==> config.mk <==
export PLATFORM = sky130hd
export DESIGN_NAME = blended_color_gradient_flat
export DESIGN_NICKNAME = d
export VERILOG_FILES = /design/src/rtl/core/bcg_pkg.sv /design/src/rtl/core/bcg_if.sv /design/src/rtl/core/bcg_blend.sv /design/src/rtl/core/bcg_div_cell.sv /design/src/rtl/core/blended_color_gradient.sv /design/src/flat_wrapper.sv
export VERILOG_INCLUDE_DIRS = /design/src /design/src/rtl/core
export SDC_FILE = /design/constraint.sdc
export NUM_CORES = 2
export LEC_CHECK = 0
export ABC_AREA = 1
export BUFFER_PORTS_ARGS = -buffer_cell sky130_fd_sc_hd__buf_2
export CORE_MARGIN = 3
export CORE_UTILIZATION = 65
export CTS_CLUSTER_DIAMETER = 200
export CTS_CLUSTER_SIZE = 8
export DETAILED_ROUTE_END_ITERATION = 10
export PLACE_DENSITY_LB_ADDON = 0.08
export SYNTH_ARGS = -nofsm -noshare
export SYNTH_HDL_FRONTEND = slang
export SYNTH_SLANG_ARGS = --single-unit
==> constraint.sdc <==
create_clock -name clk -period 7.3 [get_ports clk]
set_clock_uncertainty 0.05 [all_clocks]
set_input_delay 0.73 -clock clk [delete_from_list [all_inputs] [get_ports clk]]
set_output_delay 0.73 -clock clk [all_outputs]
set_load 0.01 [all_outputs]
==> src/rtl/core/blended_color_gradient_macros.svh <==
// assertion macros shared by the gradient block
`ifndef BLENDED_COLOR_GRADIENT_MACROS_SVH
`define BLENDED_COLOR_GRADIENT_MACROS_SVH

// same-cycle implication, checked outside reset
`define BCG_ASSERT_IMPL(label, ante, cons) \
    label: assert property (@(posedge clk) disable iff (!rst_n) (ante) |-> (cons)) \
        else $error("bcg assertion failed");

// next-cycle implication, checked outside reset
`define BCG_ASSERT_NEXT(label, ante, cons) \
    label: assert property (@(posedge clk) disable iff (!rst_n) (ante) |=> (cons)) \
        else $error("bcg assertion failed");

`endif

==> src/rtl/core/bcg_pkg.sv <==
// shared types and constants of the gradient block
package bcg_pkg;

    localparam int CHAN_W        = 8;
    localparam int NUM_CHAN      = 3;
    localparam int COLOR_W       = CHAN_W * NUM_CHAN;
    localparam int ALPHA_W       = 8;
    localparam int LINE_W        = 12;
    localparam int PROD_W        = CHAN_W + LINE_W;
    localparam int CFG_DATA_W    = COLOR_W;
    localparam int CFG_IDX_W     = 3;
    localparam int DEF_MAX_LINES = 4096;

    localparam logic [COLOR_W-1:0] ORIGIN_RST     = '0;
    localparam logic [COLOR_W-1:0] OVERLAY_RST    = '0;
    localparam logic [ALPHA_W-1:0] START_ALPHA_RST = '0;
    localparam logic [ALPHA_W-1:0] END_ALPHA_RST  = 8'hff;
    localparam logic [LINE_W-1:0]  LINE_COUNT_RST = 12'd1;

    typedef enum logic [CFG_IDX_W-1:0] {
        CFG_ORIGIN      = 3'd0,
        CFG_OVERLAY     = 3'd1,
        CFG_START_ALPHA = 3'd2,
        CFG_END_ALPHA   = 3'd3,
        CFG_LINE_COUNT  = 3'd4
    } cfg_idx_t;

    // one color channel on its way through the divider chain
    typedef struct packed {
        logic [LINE_W-1:0] rem;
        logic [CHAN_W-1:0] low;
        logic [CHAN_W-1:0] quo;
        logic [CHAN_W-1:0] base;
        logic              neg;
    } lane_t;

    typedef struct packed {
        lane_t [NUM_CHAN-1:0] lane;
        logic                 ok;
    } div_item_t;

endpackage

==> src/rtl/core/bcg_if.sv <==
// request and response channel interfaces
interface bcg_req_if
    import bcg_pkg::*;
();
    logic              valid;
    logic              ready;
    logic [LINE_W-1:0] line_index;

    modport source (output valid, output line_index, input ready);
    modport sink (input valid, input line_index, output ready);
endinterface

interface bcg_rsp_if
    import bcg_pkg::*;
();
    logic               valid;
    logic               ready;
    logic [COLOR_W-1:0] line_color;
    logic               line_valid;

    modport source (output valid, output line_color, output line_valid, input ready);
    modport sink (input valid, input line_color, input line_valid, output ready);
endinterface

==> src/rtl/core/bcg_blend.sv <==
// alpha blend of origin and overlay into start and end colors
module bcg_blend
    import bcg_pkg::*;
(
    input  logic               clk,
    input  logic [COLOR_W-1:0] origin_color,
    input  logic [COLOR_W-1:0] overlay_color,
    input  logic [ALPHA_W-1:0] start_alpha,
    input  logic [ALPHA_W-1:0] end_alpha,
    output logic [COLOR_W-1:0] start_color,
    output logic [COLOR_W-1:0] end_color
);

    localparam int                 MUL_W     = CHAN_W + ALPHA_W + 1;
    localparam logic [ALPHA_W:0]   ALPHA_ONE = 9'h100;

    logic [COLOR_W-1:0] start_reg;
    logic [COLOR_W-1:0] start_next;
    logic [COLOR_W-1:0] end_reg;
    logic [COLOR_W-1:0] end_next;

    function automatic logic [CHAN_W-1:0] blend_chan(
        input logic [CHAN_W-1:0]  o,
        input logic [CHAN_W-1:0]  b,
        input logic [ALPHA_W-1:0] a
    );
        logic [MUL_W-1:0] po;
        logic [MUL_W-1:0] pb;
        po = MUL_W'(o) * MUL_W'(ALPHA_ONE - {1'b0, a});
        pb = MUL_W'(b) * MUL_W'(a);
        return po[MUL_W-2 -: CHAN_W] + pb[MUL_W-2 -: CHAN_W];
    endfunction

    always_comb
    begin
        for (int c = 0; c < NUM_CHAN; c++)
        begin
            start_next[c*CHAN_W +: CHAN_W] = blend_chan(origin_color[c*CHAN_W +: CHAN_W],
                overlay_color[c*CHAN_W +: CHAN_W], start_alpha);
            end_next[c*CHAN_W +: CHAN_W] = blend_chan(origin_color[c*CHAN_W +: CHAN_W],
                overlay_color[c*CHAN_W +: CHAN_W], end_alpha);
        end
    end

    always_ff @(posedge clk)
    begin
        start_reg <= start_next;
        end_reg   <= end_next;
    end

    assign start_color = start_reg;
    assign end_color   = end_reg;

endmodule

==> src/rtl/core/bcg_div_cell.sv <==
// one restoring division step for all three channels
module bcg_div_cell
    import bcg_pkg::*;
(
    input  logic              clk,
    input  logic              rst_n,
    input  logic [LINE_W-1:0] divisor,
    input  logic              in_valid,
    output logic              in_ready,
    input  div_item_t         in_item,
    output logic              out_valid,
    input  logic              out_ready,
    output div_item_t         out_item
);

    logic      valid_reg;
    logic      valid_next;
    div_item_t item_reg;
    div_item_t item_next;
    logic      rem_ok;

    assign in_ready   = !valid_reg || out_ready;
    assign valid_next = in_valid;

    always_comb
    begin
        logic [LINE_W:0] trial;
        item_next = in_item;
        for (int c = 0; c < NUM_CHAN; c++)
        begin
            trial = {in_item.lane[c].rem, in_item.lane[c].low[CHAN_W-1]};
            if (trial >= {1'b0, divisor})
            begin
                item_next.lane[c].rem = LINE_W'(trial - {1'b0, divisor});
                item_next.lane[c].quo = {in_item.lane[c].quo[CHAN_W-2:0], 1'b1};
            end
            else
            begin
                item_next.lane[c].rem = trial[LINE_W-1:0];
                item_next.lane[c].quo = {in_item.lane[c].quo[CHAN_W-2:0], 1'b0};
            end
            item_next.lane[c].low = {in_item.lane[c].low[CHAN_W-2:0], 1'b0};
        end
    end

    always_ff @(posedge clk or negedge rst_n)
    begin
        if (!rst_n)
        begin
            valid_reg <= 1'b0;
        end
        else if (in_ready)
        begin
            valid_reg <= valid_next;
        end
    end

    always_ff @(posedge clk)
    begin
        if (in_ready && in_valid)
        begin
            item_reg <= item_next;
        end
    end

    assign out_valid = valid_reg;
    assign out_item  = item_reg;

    always_comb
    begin
        rem_ok = 1'b1;
        for (int c = 0; c < NUM_CHAN; c++)
        begin
            if (item_reg.lane[c].rem >= divisor)
            begin
                rem_ok = 1'b0;
            end
        end
    end

`include "blended_color_gradient_macros.svh"

    `BCG_ASSERT_IMPL(a_rem_below_divisor, valid_reg && item_reg.ok, rem_ok)

endmodule

==> src/rtl/core/blended_color_gradient.sv <==
// gradient line color generator, top level
//
// Requests arrive on req, one line_index per transfer; each request yields
// exactly one transfer on rsp carrying line_color and line_valid, in order.
// Configuration is written through cfg_we / cfg_index / cfg_data and must
// only change while no request is in flight.
// A request passes through one input register, one multiply stage (channel
// difference times line index), eight division cells that each settle one
// quotient bit against line_count, and the output register that adds the
// quotient to the start color, or subtracts it where the end color is lower.
// Throughput is one line per cycle while rsp is ready; each stage hands its item on.
// When rsp is stalled the chain fills up, bubbles close, and req.ready drops
// only once every stage holds an item.
// Reset clears all stage valids and loads the register defaults; start and
// end colors follow from the registers in the next cycle.
module blended_color_gradient
    import bcg_pkg::*;
#(
    parameter int MAX_LINES = DEF_MAX_LINES
)
(
    input  logic                 clk,
    input  logic                 rst_n,
    input  logic                 cfg_we,
    input  logic [CFG_IDX_W-1:0] cfg_index,
    input  logic [CFG_DATA_W-1:0] cfg_data,
    bcg_req_if.sink              req,
    bcg_rsp_if.source            rsp
);

    logic [COLOR_W-1:0] origin_reg;
    logic [COLOR_W-1:0] overlay_reg;
    logic [ALPHA_W-1:0] start_alpha_reg;
    logic [ALPHA_W-1:0] end_alpha_reg;
    logic [LINE_W-1:0]  line_count_reg;
    logic [LINE_W-1:0]  n_eff;

    logic [COLOR_W-1:0] start_color;
    logic [COLOR_W-1:0] end_color;

    logic               s0_v_reg;
    logic [LINE_W-1:0]  s0_idx_reg;
    logic               s0_en;

    logic               s1_v_reg;
    div_item_t          s1_item_reg;
    div_item_t          s1_item_next;
    logic               s1_en;

    logic [CHAN_W:0]    cell_v;
    logic [CHAN_W:0]    cell_rdy;
    div_item_t          cell_item [0:CHAN_W];

    logic               out_v_reg;
    logic [COLOR_W-1:0] out_color_reg;
    logic [COLOR_W-1:0] out_color_next;
    logic               out_lv_reg;
    logic               out_en;

    // configuration registers
    always_ff @(posedge clk or negedge rst_n)
    begin
        if (!rst_n)
        begin
            origin_reg      <= ORIGIN_RST;
            overlay_reg     <= OVERLAY_RST;
            start_alpha_reg <= START_ALPHA_RST;
            end_alpha_reg   <= END_ALPHA_RST;
            line_count_reg  <= LINE_COUNT_RST;
        end
        else if (cfg_we)
        begin
            unique case (cfg_idx_t'(cfg_index))
                CFG_ORIGIN:      origin_reg      <= cfg_data[COLOR_W-1:0];
                CFG_OVERLAY:     overlay_reg     <= cfg_data[COLOR_W-1:0];
                CFG_START_ALPHA: start_alpha_reg <= cfg_data[ALPHA_W-1:0];
                CFG_END_ALPHA:   end_alpha_reg   <= cfg_data[ALPHA_W-1:0];
                CFG_LINE_COUNT:  line_count_reg  <= cfg_data[LINE_W-1:0];
                default:         ;
            endcase
        end
    end

    always_comb
    begin
        if (32'(line_count_reg) >= MAX_LINES)
        begin
            n_eff = LINE_W'(MAX_LINES - 1);
        end
        else
        begin
            n_eff = line_count_reg;
        end
    end

    bcg_blend u_blend (
        .clk           (clk),
        .origin_color  (origin_reg),
        .overlay_color (overlay_reg),
        .start_alpha   (start_alpha_reg),
        .end_alpha     (end_alpha_reg),
        .start_color   (start_color),
        .end_color     (end_color)
    );

    // input register
    assign s0_en     = !s0_v_reg || s1_en;
    assign req.ready = s0_en;

    always_ff @(posedge clk or negedge rst_n)
    begin
        if (!rst_n)
        begin
            s0_v_reg <= 1'b0;
        end
        else if (s0_en)
        begin
            s0_v_reg <= req.valid;
        end
    end

    always_ff @(posedge clk)
    begin
        if (s0_en && req.valid)
        begin
            s0_idx_reg <= req.line_index;
        end
    end

    // multiply stage: |end - start| * index
    assign s1_en = !s1_v_reg || cell_rdy[0];

    always_comb
    begin
        logic [CHAN_W-1:0] s;
        logic [CHAN_W-1:0] e;
        logic [CHAN_W-1:0] d;
        logic [PROD_W-1:0] prod;
        s1_item_next.ok = (n_eff != '0) && (s0_idx_reg <= n_eff);
        for (int c = 0; c < NUM_CHAN; c++)
        begin
            s    = start_color[c*CHAN_W +: CHAN_W];
            e    = end_color[c*CHAN_W +: CHAN_W];
            d    = (e < s) ? (s - e) : (e - s);
            prod = PROD_W'(d) * PROD_W'(s0_idx_reg);
            s1_item_next.lane[c].rem  = prod[PROD_W-1:CHAN_W];
            s1_item_next.lane[c].low  = prod[CHAN_W-1:0];
            s1_item_next.lane[c].quo  = '0;
            s1_item_next.lane[c].base = s;
            s1_item_next.lane[c].neg  = (e < s);
        end
    end

    always_ff @(posedge clk or negedge rst_n)
    begin
        if (!rst_n)
        begin
            s1_v_reg <= 1'b0;
        end
        else if (s1_en)
        begin
            s1_v_reg <= s0_v_reg;
        end
    end

    always_ff @(posedge clk)
    begin
        if (s1_en && s0_v_reg)
        begin
            s1_item_reg <= s1_item_next;
        end
    end

    // division chain, one quotient bit per cell
    assign cell_v[0]      = s1_v_reg;
    assign cell_item[0]   = s1_item_reg;
    assign cell_rdy[CHAN_W] = out_en;

    for (genvar i = 0; i < CHAN_W; i++)
    begin : g_cell
        bcg_div_cell u_cell (
            .clk       (clk),
            .rst_n     (rst_n),
            .divisor   (n_eff),
            .in_valid  (cell_v[i]),
            .in_ready  (cell_rdy[i]),
            .in_item   (cell_item[i]),
            .out_valid (cell_v[i+1]),
            .out_ready (cell_rdy[i+1]),
            .out_item  (cell_item[i+1])
        );
    end

    // output register
    assign out_en = !out_v_reg || rsp.ready;

    always_comb
    begin
        for (int c = 0; c < NUM_CHAN; c++)
        begin
            if (!cell_item[CHAN_W].ok)
            begin
                out_color_next[c*CHAN_W +: CHAN_W] = '0;
            end
            else if (cell_item[CHAN_W].lane[c].neg)
            begin
                out_color_next[c*CHAN_W +: CHAN_W] =
                    cell_item[CHAN_W].lane[c].base - cell_item[CHAN_W].lane[c].quo;
            end
            else
            begin
                out_color_next[c*CHAN_W +: CHAN_W] =
                    cell_item[CHAN_W].lane[c].base + cell_item[CHAN_W].lane[c].quo;
            end
        end
    end

    always_ff @(posedge clk or negedge rst_n)
    begin
        if (!rst_n)
        begin
            out_v_reg <= 1'b0;
        end
        else if (out_en)
        begin
            out_v_reg <= cell_v[CHAN_W];
        end
    end

    always_ff @(posedge clk)
    begin
        if (out_en && cell_v[CHAN_W])
        begin
            out_color_reg <= out_color_next;
            out_lv_reg    <= cell_item[CHAN_W].ok;
        end
    end

    assign rsp.valid      = out_v_reg;
    assign rsp.line_color = out_color_reg;
    assign rsp.line_valid = out_lv_reg;

`include "blended_color_gradient_macros.svh"

    `BCG_ASSERT_IMPL(a_empty_out_ready, !out_v_reg, req.ready)
    `BCG_ASSERT_IMPL(a_invalid_black, out_v_reg && !out_lv_reg, out_color_reg == '0)
    `BCG_ASSERT_NEXT(a_accept_loads, req.valid && req.ready, s0_v_reg)

endmodule

==> src/flat_wrapper.sv <==
// flat-port wrapper written by rule: the top's interface ports become plain ports
module blended_color_gradient_flat import bcg_pkg::*;
#(
    parameter int MAX_LINES = DEF_MAX_LINES
)
  (clk, rst_n, cfg_we, cfg_index, cfg_data, req_valid, req_line_index, req_ready, rsp_valid, rsp_line_color, rsp_line_valid, rsp_ready);
  bcg_req_if req_i ();
  bcg_rsp_if rsp_i ();
  input  logic clk;
  input  logic rst_n;
  input  logic cfg_we;
  input  logic [CFG_IDX_W-1:0] cfg_index;
  input  logic [CFG_DATA_W-1:0] cfg_data;
  input wire logic [$bits(req_i.valid)-1:0] req_valid;
  input wire logic [$bits(req_i.line_index)-1:0] req_line_index;
  output wire logic [$bits(req_i.ready)-1:0] req_ready;
  output wire logic [$bits(rsp_i.valid)-1:0] rsp_valid;
  output wire logic [$bits(rsp_i.line_color)-1:0] rsp_line_color;
  output wire logic [$bits(rsp_i.line_valid)-1:0] rsp_line_valid;
  input wire logic [$bits(rsp_i.ready)-1:0] rsp_ready;
  assign req_i.valid = req_valid;
  assign req_i.line_index = req_line_index;
  assign req_ready = req_i.ready;
  assign rsp_valid = rsp_i.valid;
  assign rsp_line_color = rsp_i.line_color;
  assign rsp_line_valid = rsp_i.line_valid;
  assign rsp_i.ready = rsp_ready;
  blended_color_gradient #(.MAX_LINES(MAX_LINES)) u_core (.clk(clk), .rst_n(rst_n), .cfg_we(cfg_we), .cfg_index(cfg_index), .cfg_data(cfg_data), .req(req_i), .rsp(rsp_i));
endmodule
Word-level counts from Yosys, hierarchy flattened
Index checks and enable logic that the tools add are counted.
W data, S select, Z words.

cells by class
  order comparisons = 28
  add/sub/neg operators = 41
  reduce and logical (&&, ||, !) cells = 41
  multiplexer cells = 51
  eq/ne operators = 4
  multipliers = 15

operators by type and width
  operator                count
  $ge A13 B12 Y1          24
  $mux W12                21
  $sub A12 B12 Y12        21
  $mul A8 B8 Y16          6
  $mul A8 B17 Y16         5
  $add A8 B8 Y8           9
  $sub A8 B8 Y8           9
  $mul A8 B12 Y20         3
  $mux W8                 6
  $lt A8 B8 Y1            3
  $mux W1                 24
  $sub A9 B8 Y10 const A  2
  $mul A9 B10 Y16         1
  $le A12 B12 Y1          1
  $logic_and A1 B1 Y1     12
  $reduce_bool A12 Y1     1
  $logic_not A1 Y1        11
  $logic_or A1 B1 Y1      11
  $reduce_and A2 Y1       5
  $eq A3 B2 Y1 const B    2
  $eq A3 B1 Y1 const B    1
  $eq A3 B3 Y1 const B    1
  $logic_not A3 Y1        1

storage, ports and cells
  output and inout port bits = 27
  input port bits = 44
  register bits after elaboration = 928

Depth between registers and ports, before layout
  depth in word-level cells = 13
  gate-level depth with buffers = 41

By module
A second synthesis with hierarchy kept.

second synthesis, totals
  cells, all modules = 11639
  area total of the unflattened synthesis = 99190.1 um^2

by module, submodules not included
  module                                      seq. area each (um^2)  area each (um^2)  cells each  times used
  bcg_div_cell (u_core.g_cell[1].u_cell ...)  3298.2                 6293.5            650         7
  bcg_blend                                   960.9                  28782.6           4032        1
  blended_color_gradient                      5741.8                 20106.8           2407        1
  bcg_div_cell (u_core.g_cell[0].u_cell)      3298.2                 6246.0            650         1

Worst setup path after synthesis
No wires, ideal clock.

  kind = reg2reg
  from = register u_core.end_alpha_reg[0]
  to = register u_core.u_blend.end_reg[15] (netlist: u_core.u_blend.end_color[15])
  data required time = 7.138 ns
  data arrival time = 6.374 ns
  cell stages (with the launch flop) = 33
  clock period less this slack = 6.536 ns
  path slack = 0.764 ns
  library setup time = 0.112 ns
  buffers on the path = 3
  cells stage by stage = dfstp_2 buf_4 clkbuf_1 buf_1 inv_1 ha_1 xnor2_1 clkinv_1 nor2_1 fa_1 fa_1 fa_1 inv_1 fa_1 inv_1 ha_1 nand2_1 nor2_1 inv_1 o31a_1 xnor2_1 ha_1 a21oi_1 o21a_1 nand2_1 nand2_1 nand2_1 inv_1 nand2_1 nand2_1 inv_1 nand2_1 nand2_1

on the way
  cells in the longest elaborated chain, start to end = 3
  elaborated cells on any way between the ends = 4
  those cells by class = add/sub (2); mul (2)

ends and longest elaborated chain
  what                             RTL line                      source
  start, declared                  blended_color_gradient.sv:34  logic [ALPHA_W-1:0] end_alpha_reg;
  start signal, assigned           blended_color_gradient.sv:77  CFG_END_ALPHA: end_alpha_reg <= cfg_data[ALPHA_W-1:0];
  $sub A9 B8 Y10                   bcg_blend.sv:29               po = MUL_W'(o) * MUL_W'(ALPHA_ONE - {1'b0, a});
  $mul A8 B17 Y16                  bcg_blend.sv:29
  $add A8 B8 Y8 *                  bcg_blend.sv:31               return po[MUL_W-2 -: CHAN_W] + pb[MUL_W-2 -: CHAN_W];
  net u_core.u_blend.end_next[15]  bcg_blend.sv:20               logic [COLOR_W-1:0] end_next;
  end signal, assigned             bcg_blend.sv:48               end_reg <= end_next;
  end, declared                    bcg_blend.sv:19               logic [COLOR_W-1:0] end_reg;

The timed path passes the listed nets; every way through them passes the cells marked *.
A chain may end at the register's enable or synchronous reset.

Worst setup path in the final report
  from = register u_core.end_alpha_reg[1]
  to = register u_core.u_blend.end_reg[6] (netlist: u_core.u_blend.end_color[6])

The elaborated chain is that of the path after synthesis.

==> key figures <==
Global route
  – Remaining global-route overflow: 0
  – GRT Total Usage: 32.9%
  – Initial antenna violation count: 2
  – Vias in the first global route: 65525
  – Largest net degree at the start of global routing: 75
  – First-pass GRT wire length: 348000 um

Timing
  – Final Hold Fails: 0
  – Post-layout min period: 6840 ps
  – Final period utilization: 93.7%
  – RSZ-0062 raised after global routing: false
  – Finish-stage setup viols: 0
  – Worst Tran Pin Value: 1130 ps
  – Max transition margin: 24.9%
  – Fmax: 0.146 GHz
  – Setup TNS: 0 ps
  – Slew Limit Fails: 0

Die
  – Row count: 131
  – CORE AREA: 128000 sq um
  – Initial Util: 65.9%
  – Die H: 367 um
  – Die Wd: 367 um
  – I/O pins: 71
  – Die footprint: 134000 sq um

Setup path
  – RR Endpoint: u_core.u_blend.end_color[6]
  – Stages on worst setup path: 28
  – Critical path capture point type: flop
  – Most frequent CP cell: nand2_1
  – Max stage delay on crit path: 570 ps
  – Worst-case reg-to-reg path depth: 28
  – Setup crit end: u_core.u_blend.end_color[6]
  – Reg2Reg Launch Point: u_core.end_alpha_reg[1]
  – CP Data Required Time: 7900 ps
  – WS Path Type: reg2reg
  – Critical path origin: u_core.end_alpha_reg[1]
  – Buf/Inv on CP: 6
  – Critical-path top delay cell: dfstp_2
  – Crit path DAT: 7430 ps
  – Internal reg-to-reg setup slack: 460 ps
  – Worst setup SP type: flop
  – Maximum fanout along the worst path: 13
  – CP delay by family, top: adder cells

Yosys
  – Syn Nets: 11253
  – Top_reg_cell synth: edfxtp_1
  – Synth top area share: 28.2%
  – Area contributors post-synth: edfxtp_1, fa_1, ha_1
  – Gate count of the mapped netlist: 9617
  – Sequential share of the synthesized area: 31.9%
  – Post-synth EDFFs: 793
  – Yosys top cell by area: edfxtp_1
  – XOR/XNOR share of the synthesized area: 4.38%
  – Main combinational cell family by area after synthesis: adder cells
  – Post-Syn Area: 84600 sq um
  – Synth top cells by count: nand2_1, inv_1, ha_1
  – Mux share of post-synthesis cell area: 0%
  – Synth cell types: 70
  – Post-synthesis adder-cell area fraction: 29.5%
  – Avg Cell Area, Syn: 8.79 sq um
  – Compound-Gate Fraction of Synth Area: 8.25%
  – Synth warnings: 0
  – Flop and latch count out of synthesis: 928
  – Fraction of registers with async set/reset: 9.38%
  – Top-count cell post-synth: nand2_1
  – Post-synthesis simple-gate area fraction: 16.5%

Finish
  – Layout cell share with drive strength beyond 1: 5.19%
  – Fill cell count: 10063
  – NumNets Final: 11291
  – Number of flip-flops in the largest register: 668
  – Area Overhead vs Synth: 6.94%

Min path
  – Hold Crit Class: in2reg

Clock tree
  – TritonCTS clock tree: built
  – H-tree depth: 4
  – Clk buf depth: 3
  – Post-CTS Resized: 0
  – Reg clk slew, reported paths: 50 ps
  – CTS root buf: clkbuf_16
  – Clk sink count: 928
  – Clock buffer count from CTS: 133
  – Worst-skew pair later-pin latency: 790 ps

Outcome
  – Status: complete, no violations

Route
  – Vias/cell: 5.65
  – Routed WL: 218000 um
  – Wire per inst: 19.0 um
  – Pre-antenna DRT Iters: 6
  – DRC: 0
  – Vias post-DR: 64636
  – Routed Antenna Nets: 0
  – Initial drt markers: 5185

Placement
  – PortBufs: 70
  – Final weighted congestion in routability-driven placement: 0.959
  – Final HPWL DP: 167000 um

Flow run
  – Max-Cap Viols: 0
==> placed cells by master (no fill, tap or decap), types with 20 or more instances in the layout <==
| cell | n |
|---|---|
| nand2_1 | 1974 |
| inv_1 | 1745 |
| ha_1 | 925 |
| edfxtp_1 | 793 |
| nor2_1 | 767 |
| fa_1 | 667 |
| a21oi_1 | 517 |
| o21ai_0 | 356 |
| nand3_1 | 283 |
| xor2_1 | 260 |
| xnor2_1 | 159 |
| clkbuf_16 | 134 |
| o21ai_1 | 121 |
| nand4_1 | 94 |
| buf_4 | 91 |
| dfrtp_1 | 77 |
| buf_2 | 69 |
| nor3_1 | 68 |
| a21o_1 | 55 |
| nor2_2 | 48 |
| dfxtp_1 | 48 |
| a21boi_0 | 44 |
| o21bai_1 | 41 |
| clkbuf_1 | 40 |
| a31oi_1 | 36 |
| inv_2 | 30 |
| nand3_2 | 28 |
| clkinv_1 | 20 |
==> metrics by stage <==
stage / hold WS [ps] / instance area [sq um] / worst slack (ps) / util, % / std cells
6_report: 78.5 / 90400 / 462 / 70.5 / 11439
5_1_grt: 41.0 / 90400 / 62.3 / 70.5 / 11437
4_1_cts: 12.9 / 90400 / 525 / 70.5 / 11437
3_5_place_dp: 355 / 86500 / 612 / 67.4 / 11247
3_3_place_gp: 350 / 86500 / 731 / 67.4 / 11247
2_1_floorplan: 350 / 84600 / 764 / - / 9617
==> worst reg2reg max path: cells and delay by family (launching register included) <==
kind,cells,cell delay (ps)
AO/OA/AOI/OAI,4,830
flip-flops,1,570
XOR/XNOR,2,350
buffers and inverters,6,850
adder cells (fa/ha/maj),7,2940
AND/OR/NAND/NOR,9,1110
==> cells by family after synthesis <==
family | count (synthesis)
and+or+nand+nor | 3365
xor gates and xnor gates | 421
DFF | 928
AOI/OAI and AO/OA | 1250
adders and majority gates | 1592
buffers and inverters | 2061
==> worst min path at each step <==
stage	cells past startpoint	startpoint	to	slack (ps)
floorplan	0	u_core.cell_item[896]	u_core.g_cell[0].u_cell.out_item[0]	350
global route	1	req_line_index[10]	u_core.s0_idx_reg[10]	40
detailed placement	0	u_core.cell_item[988]	u_core.g_cell[0].u_cell.out_item[93]	350
CTS	1	req_line_index[0]	u_core.s0_idx_reg[0]	10
finish	1	req_line_index[0]	u_core.s0_idx_reg[0]	80
global placement	0	u_core.g_cell[3].u_cell.out_item[43]	u_core.g_cell[4].u_cell.out_item[43]	350
==> routing by layer <==
layer / part of all wire, % / up-vias / track usage, %
li1: - / 30864 / -
met3: 8.3 / 507 / 6.21
met5: 0 / - / 0
met2: 45 / 2412 / 52.6
met4: 5.1 / 0 / 15.2
met1: 41 / 30853 / 43.8
==> timing repair <==
item                                   CTS  global route
endpoints found under the hold margin   45             0
buffers inserted                         0             0
hold buffers                             2             0
==> layout make-up <==
cell class | instances | area, sq um | share of cell area [%]
antenna | 2 | 5.00 | 0.00553
clock buffer | 174 | 3500 | 3.87
sequential | 928 | 27000 | 29.8
inverter | 1802 | 6780 | 7.49
tap | 1729 | 2160 | 2.39
timing repair buffer | 162 | 1050 | 1.16
clock inverter | 14 | 379 | 0.419
multi-input combinational | 6628 | 49600 | 54.8
Power is left out: the tool's default activity adds up to more than one toggle a clock period on the data nets, which glitch-free logic cannot reach.
